### src/rtl/core/fpd_pkg.sv
// ============================================================================
// fpd_pkg: shared types and constants for the saturating 16.16 divider
// Defines the transaction payloads and the per-stage record handed down the
// divider cell row.
// ============================================================================
package fpd_pkg;

    localparam int WORD_W  = 32;
    localparam int FRAC_W  = 16;
    localparam int GUARD_W = 14;
    // The guard keeps the quotient magnitude below 2^(WORD_W - 2).
    localparam int QUO_W   = WORD_W - 2;
    localparam int REM_W   = WORD_W - 1;
    localparam int NUM_CELLS = QUO_W;

    localparam logic [WORD_W-1:0] SAT_NEG = 32'h8000_0000;
    localparam logic [WORD_W-1:0] SAT_POS = 32'h7FFF_FFFF;

    typedef struct packed {
        logic signed [WORD_W-1:0] dividend;
        logic signed [WORD_W-1:0] divisor;
    } t_fpd_in;

    typedef struct packed {
        logic signed [WORD_W-1:0] quotient;
        logic                     saturated;
    } t_fpd_out;

    typedef struct packed {
        logic              valid;
        logic              sat;
        logic              neg;
        logic [WORD_W-1:0] mb;
        logic [REM_W-1:0]  rem;
        logic [QUO_W-1:0]  nbits;
        logic [QUO_W-1:0]  quo;
    } t_fpd_stage;

endpackage

### src/rtl/core/fpd_front.sv
// ============================================================================
// fpd_front: operand conditioning stage
// Forms exact magnitudes, evaluates the overflow guard and loads the first
// partial remainder for the cell row.
// ============================================================================
module fpd_front (
    input  logic               i_clk,
    input  logic               i_rst_n,
    input  logic               i_en,
    input  logic               i_valid,
    input  fpd_pkg::t_fpd_in   i_data,
    output fpd_pkg::t_fpd_stage o_stage
);
    import fpd_pkg::*;

    logic [WORD_W-1:0] ma;
    logic [WORD_W-1:0] mb;
    logic              guard;
    t_fpd_stage        n_stage;
    t_fpd_stage        r_stage;

    // Negation in the unsigned domain keeps -2^31 at magnitude 2^31.
    assign ma = i_data.dividend[WORD_W-1] ? (~i_data.dividend + 1'b1) : i_data.dividend;
    assign mb = i_data.divisor[WORD_W-1] ? (~i_data.divisor + 1'b1) : i_data.divisor;
    assign guard = {{GUARD_W{1'b0}}, ma[WORD_W-1:GUARD_W]} >= mb;

    always_comb begin
        n_stage       = '0;
        n_stage.valid = i_valid;
        n_stage.sat   = guard;
        n_stage.neg   = i_data.dividend[WORD_W-1] ^ i_data.divisor[WORD_W-1];
        n_stage.mb    = mb;
        // The numerator is ma << FRAC_W; its top bits seed the remainder and
        // the rest are shifted in one per cell.
        n_stage.rem   = {{(REM_W - (WORD_W - GUARD_W)){1'b0}}, ma[WORD_W-1:GUARD_W]};
        n_stage.nbits = {ma[GUARD_W-1:0], {FRAC_W{1'b0}}};
        n_stage.quo   = '0;
    end

    always_ff @(posedge i_clk) begin
        if (!i_rst_n) begin
            r_stage.valid <= 1'b0;
        end else if (i_en) begin
            r_stage <= n_stage;
        end
    end

    assign o_stage = r_stage;

endmodule

### src/rtl/core/fpd_cell.sv
// ============================================================================
// fpd_cell: one restoring division step
// Shifts the next numerator bit into the remainder, trial-subtracts the
// divisor magnitude and appends one quotient bit.
// ============================================================================
module fpd_cell (
    input  logic                i_clk,
    input  logic                i_rst_n,
    input  logic                i_en,
    input  fpd_pkg::t_fpd_stage i_stage,
    output fpd_pkg::t_fpd_stage o_stage
);
    import fpd_pkg::*;

    logic [WORD_W-1:0] trial;
    logic [WORD_W:0]   diff;
    logic              q_bit;
    t_fpd_stage        n_stage;
    t_fpd_stage        r_stage;

    assign trial = {i_stage.rem, i_stage.nbits[QUO_W-1]};
    assign diff  = {1'b0, trial} - {1'b0, i_stage.mb};
    assign q_bit = ~diff[WORD_W];

    always_comb begin
        n_stage       = i_stage;
        n_stage.rem   = q_bit ? diff[REM_W-1:0] : trial[REM_W-1:0];
        n_stage.nbits = {i_stage.nbits[QUO_W-2:0], 1'b0};
        n_stage.quo   = {i_stage.quo[QUO_W-2:0], q_bit};
    end

    always_ff @(posedge i_clk) begin
        if (!i_rst_n) begin
            r_stage.valid <= 1'b0;
        end else if (i_en) begin
            r_stage <= n_stage;
        end
    end

    assign o_stage = r_stage;

endmodule

### src/rtl/core/fpd_back.sv
// ============================================================================
// fpd_back: sign restore and output register
// Applies the result sign or the saturation value and holds the finished
// transaction until the consumer takes it.
// ============================================================================
module fpd_back (
    input  logic                i_clk,
    input  logic                i_rst_n,
    input  logic                i_en,
    input  fpd_pkg::t_fpd_stage i_stage,
    output logic                o_valid,
    output fpd_pkg::t_fpd_out   o_data
);
    import fpd_pkg::*;

    logic [WORD_W-1:0] mag;
    t_fpd_out          n_data;
    t_fpd_out          r_data;
    logic              r_valid;

    assign mag = {{(WORD_W - QUO_W){1'b0}}, i_stage.quo};

    always_comb begin
        if (i_stage.sat) begin
            n_data.quotient  = i_stage.neg ? SAT_NEG : SAT_POS;
            n_data.saturated = 1'b1;
        end else begin
            n_data.quotient  = i_stage.neg ? (~mag + 1'b1) : mag;
            n_data.saturated = 1'b0;
        end
    end

    always_ff @(posedge i_clk) begin
        if (!i_rst_n) begin
            r_valid <= 1'b0;
        end else if (i_en) begin
            r_valid <= i_stage.valid;
            r_data  <= n_data;
        end
    end

    assign o_valid = r_valid;
    assign o_data  = r_data;

endmodule

### src/rtl/core/fixed_point_divide_16_16_sat_top.sv
// ============================================================================
// fixed_point_divide_16_16_sat_top: saturating signed 16.16 divider
// The pipeline is one conditioning stage, a row of 30 restoring
// division cells (one quotient bit each) and the output register.
// Throughput is one transaction per cycle; the whole row advances together
// and holds while a finished result waits at the output.
// Synchronous active-low reset clears all stage valid flags.
// ============================================================================
module fixed_point_divide_16_16_sat_top (
    input  logic              i_clk,
    input  logic              i_rst_n,
    input  logic              i_in_valid,
    output logic              o_in_ready,
    input  fpd_pkg::t_fpd_in  i_in_data,
    output logic              o_out_valid,
    input  logic              i_out_ready,
    output fpd_pkg::t_fpd_out o_out_data
);
    import fpd_pkg::*;

    logic       en;
    t_fpd_stage stage [NUM_CELLS+1];

    // The row moves whenever the output slot is free or being emptied.
    assign en         = ~o_out_valid | i_out_ready;
    assign o_in_ready = en;

    fpd_front u_front (
        .i_clk   (i_clk),
        .i_rst_n (i_rst_n),
        .i_en    (en),
        .i_valid (i_in_valid),
        .i_data  (i_in_data),
        .o_stage (stage[0])
    );

    for (genvar k = 0; k < NUM_CELLS; k++) begin : g_cell
        fpd_cell u_cell (
            .i_clk   (i_clk),
            .i_rst_n (i_rst_n),
            .i_en    (en),
            .i_stage (stage[k]),
            .o_stage (stage[k+1])
        );
    end

    fpd_back u_back (
        .i_clk   (i_clk),
        .i_rst_n (i_rst_n),
        .i_en    (en),
        .i_stage (stage[NUM_CELLS]),
        .o_valid (o_out_valid),
        .o_data  (o_out_data)
    );

endmodule

### config.mk
export PLATFORM = sky130hd
export DESIGN_NAME = fixed_point_divide_16_16_sat_top
export DESIGN_NICKNAME = d
export VERILOG_FILES = /design/src/rtl/core/fpd_pkg.sv /design/src/rtl/core/fpd_front.sv /design/src/rtl/core/fpd_cell.sv /design/src/rtl/core/fpd_back.sv /design/src/rtl/core/fixed_point_divide_16_16_sat_top.sv
export SDC_FILE = /design/constraint.sdc
export NUM_CORES = 2
export LEC_CHECK = 0
export BUFFER_PORTS_ARGS = -buffer_cell sky130_fd_sc_hd__buf_2
export CAP_MARGIN = 20
export CORE_ASPECT_RATIO = 1.25
export CORE_MARGIN = 2
export CORE_UTILIZATION = 53
export DETAILED_ROUTE_END_ITERATION = 16
export GPL_TIMING_DRIVEN = 0
export PLACE_DENSITY = 0.71
export SYNTH_ARGS = -nofsm -noshare
export SYNTH_HDL_FRONTEND = slang
export SYNTH_SLANG_ARGS = --single-unit
### constraint.sdc
create_clock -name i_clk -period 66.5 [get_ports i_clk]
set_input_delay 6.65 -clock i_clk [delete_from_list [all_inputs] [get_ports i_clk]]
set_output_delay 6.65 -clock i_clk [all_outputs]
set_load 0.02 [all_outputs]
==> run metrics <==
Ys Warns 0; most used cell along the critical path buf_2; Die ar. 261000 um^2; Reg clk slew, reported paths 0.06 ns; CP delay by family, top buffers and inverters; Hold Vio Cnt, Final 0; Final min period 14.61 ns; Peak VDD IR 25.0 uV; total chip power 7.00 mW; # resized after CTS 0; setup bufs post-CTS 0; WL/cell 20.5 um; CTS tree yes; H-tree depth 5; Max FO, Critical Path 10; Mapped Area 136000 um^2; synthesized instance count 11500; CP cell instances buf_2 -> nor2b_1 -> clkbuf_1 -> inv_1 -> buf_1 -> buf_2; fin nets 12900; first-pass GRT wire length 494000 um; setup TNS 0 ns; Seq/Total Area, Yosys 0.566; post-route cell area 151000 um^2; via count 89200; CTS root buf clkbuf_16; Die X 457 um; Tot GR Track Use 0.240; HP Class flop to flop; Crit path largest cell delay 0.55 ns; Worst Setup End Kind primary output; crit start category input pin; HPWL Detailed 241000 um; Port Buffers 99; vias in the first global route 89400; Site Rows 207; initial antenna violation count 12; max cap viols 0; Fin Clk Skew 0.0533 ns; P_leak 60.9 nW; Total Wirelength 317000 um; antenna-violating nets left 0; Area Overhead vs Synth 10.8%; R2R setup slack 61.06 ns; reg2reg end g_cell[3].u_cell.o_stage[54]$_DFFE_PP_; status completed; Fmax 68.4 MHz; Worst-Margin Slew 1.04 ns; placed cell area 142000 um^2; power density cells 46.5 nW/um^2; Vias/cell 5.77; CTS Buf Count 273; critical path class input pin to primary output; Worst Setup SP i_out_ready; Core ar. 255000 um^2; slew margin rel. 0.300; I/O pin count 103; Required @ worst endpoint 59.85 ns; pins over their slew limit 0; grt total ovfl 0; Async SR Flop Fraction 0; post-route clock period utilization 0.220; worst-skew pair later-pin latency 0.87 ns; Crit-path slowest cell buf_1; GPL Wtd Cong 0.955; hold_buf cts 0; Post-synth EDFFs 2542; CTS sink count 2574; worst r2r path cells 13; share of layout cells above drive strength 1 0.0853; Initial DRC Count 6600; Avg Cell Area, Syn 11.9 um^2; synthesis-stage register bit count 2574; CTS Buffer Depth 4; Final setup violation count 0; DRC 0; post-synth cell types 90; Worst R2R Start u_back.o_valid$_SDFFE_PN0N_; die height 570 um; most frequent cells in the layout 2542 x edfxtp_1, 1171 x inv_1, 952 x ha_1; drt pass-1 iters 9; RSZ-0062 raised after global routing no; worst setup path end o_in_ready; most common cell after layout, fill and taps aside edfxtp_1; largest net degree at the start of global routing 80; initial core utilization 0.533; WP depth 6; Most used DFF post-synth edfxtp_1; CP bufs+invs 5; CP arrival 7.96 ns
-- sequential cells by signal (all words and copies together) (netlist names) --
name                   flops
u_back.o_valid             1
u_back.o_data             33
u_front.o_stage           67
g_cell.u_cell.o_stage   2473
-- logic make-up (layout without fill, tap and decap cells) --
| logic type | Yosys count | in the layout | synth area share |
|---|---|---|---|
| AOI/OAI and AO/OA | 2906 | 2906 | 0.134 |
| other | 1 | 21 | 0.0000276 |
| muxes | 407 | 407 | 0.0348 |
| DFF | 2574 | 2574 | 0.566 |
| xor gates and xnor gates | 779 | 779 | 0.0502 |
| adders and majority gates | 981 | 981 | 0.0919 |
| and+or+nand+nor | 2416 | 2416 | 0.0834 |
| buffers and inverters | 1398 | 2020 | 0.0392 |
-- through the flow --
| step | std cells | setup WS (ns) | hold slack (ns) | util |
|---|---|---|---|---|
| 4_1_cts | 15400 | 51.95 | 0.393 | 0.591 |
| 2_1_floorplan | 11500 | 27.49 | 0.400 | - |
| 3_3_place_gp | 14900 | 17.13 | 0.401 | 0.552 |
| 6_report | 15400 | 51.89 | 0.392 | 0.591 |
| 5_1_grt | 15400 | 51.85 | 0.403 | 0.591 |
| 3_5_place_dp | 15000 | 51.95 | 0.405 | 0.556 |
-- where the power goes --
part	total [mW]	leakage [nW]	internal [mW]	switching (mW)
clock	1.51	4.30	0.886	0.626
combinational	2.96	31.4	1.25	1.71
sequential	2.52	25.2	2.29	0.230
total	7.00	60.9	4.43	2.57
-- worst min-delay path by stage --
stage | start | cells past startpoint | endpoint
finish | g_cell[21].u_cell.o_stage[1]$_DFFE_PP_ | 0 | g_cell[22].u_cell.o_stage[2]$_DFFE_PP_
CTS | g_cell[21].u_cell.o_stage[1]$_DFFE_PP_ | 0 | g_cell[22].u_cell.o_stage[2]$_DFFE_PP_
global route | g_cell[7].u_cell.o_stage[4]$_DFFE_PP_ | 0 | g_cell[8].u_cell.o_stage[5]$_DFFE_PP_
floorplan | u_front.o_stage[123]$_DFFE_PP_ | 0 | g_cell[0].u_cell.o_stage[123]$_DFFE_PP_
global placement | g_cell[9].u_cell.o_stage[56]$_DFFE_PP_ | 0 | g_cell[10].u_cell.o_stage[57]$_DFFE_PP_
detailed placement | g_cell[11].u_cell.o_stage[3]$_DFFE_PP_ | 0 | g_cell[12].u_cell.o_stage[4]$_DFFE_PP_
-- final cells by class --
cell class / count / area (um^2)
Multi-Input combinational cell: 7495 / 53700
Antenna cell: 15 / 37.5
Clock buffer: 313 / 7090
Buffer: 226 / 935
Sequential cell: 2574 / 77000
Fill cell: 20400 / 104000
Inverter: 1172 / 4400
Clock inverter: 169 / 1750
Tap cell: 3344 / 4180
Timing Repair Buffer: 140 / 1540
-- worst register-to-register path, stage by stage, from the launching register on --
cell      delay, ns
dfxtp_1        0.38
nor2b_1        0.16
clkbuf_1       0.17
inv_1          0.17
buf_1          0.55
and2_4         0.56
buf_16         0.35
buf_16         0.41
buf_16         0.38
buf_16         0.41
buf_16         0.37
buf_16         0.35
buf_16         0.39
buf_16         0.37
-- cells in the mapped netlist (36+ instances only) --
cell,instances,share of area
o41ai_1,38,0.0024
nor2b_1,136,0.0063
o211ai_1,43,0.0024
a21o_1,342,0.019
or2_2,39,0.0018
o21bai_1,67,0.0037
and2_1,42,0.0019
o31a_1,46,0.0030
a211oi_1,90,0.0050
xor2_1,302,0.019
nand2_1,835,0.023
edfxtp_1,2542,0.56
clkbuf_1,174,0.0048
nor3_1,134,0.0049
o21a_1,162,0.0089
mux2i_1,36,0.0027
a21oi_1,847,0.031
nand3_1,162,0.0060
a21boi_0,61,0.0034
mux2_4,52,0.0057
nand2b_1,129,0.0059
nor2_1,604,0.017
o21ai_0,744,0.027
inv_1,1171,0.032
mux2_2,319,0.026
xnor2_1,477,0.031
ha_1,952,0.088
o31ai_1,91,0.0050
a31oi_1,73,0.0034
nand4_1,70,0.0032
and3_1,69,0.0032
or3_1,57,0.0026
-- per-layer routing --
layer  vias to the layer above  share of wire  track usage
li1                      43000              -            -
met1                     43200           0.41        0.291
met2                      2271           0.50        0.426
met3                       700          0.043       0.0291
met4                         2          0.051        0.114
met5                         -       0.000022            0
Note: power is estimated with default switching activity, not from simulation.
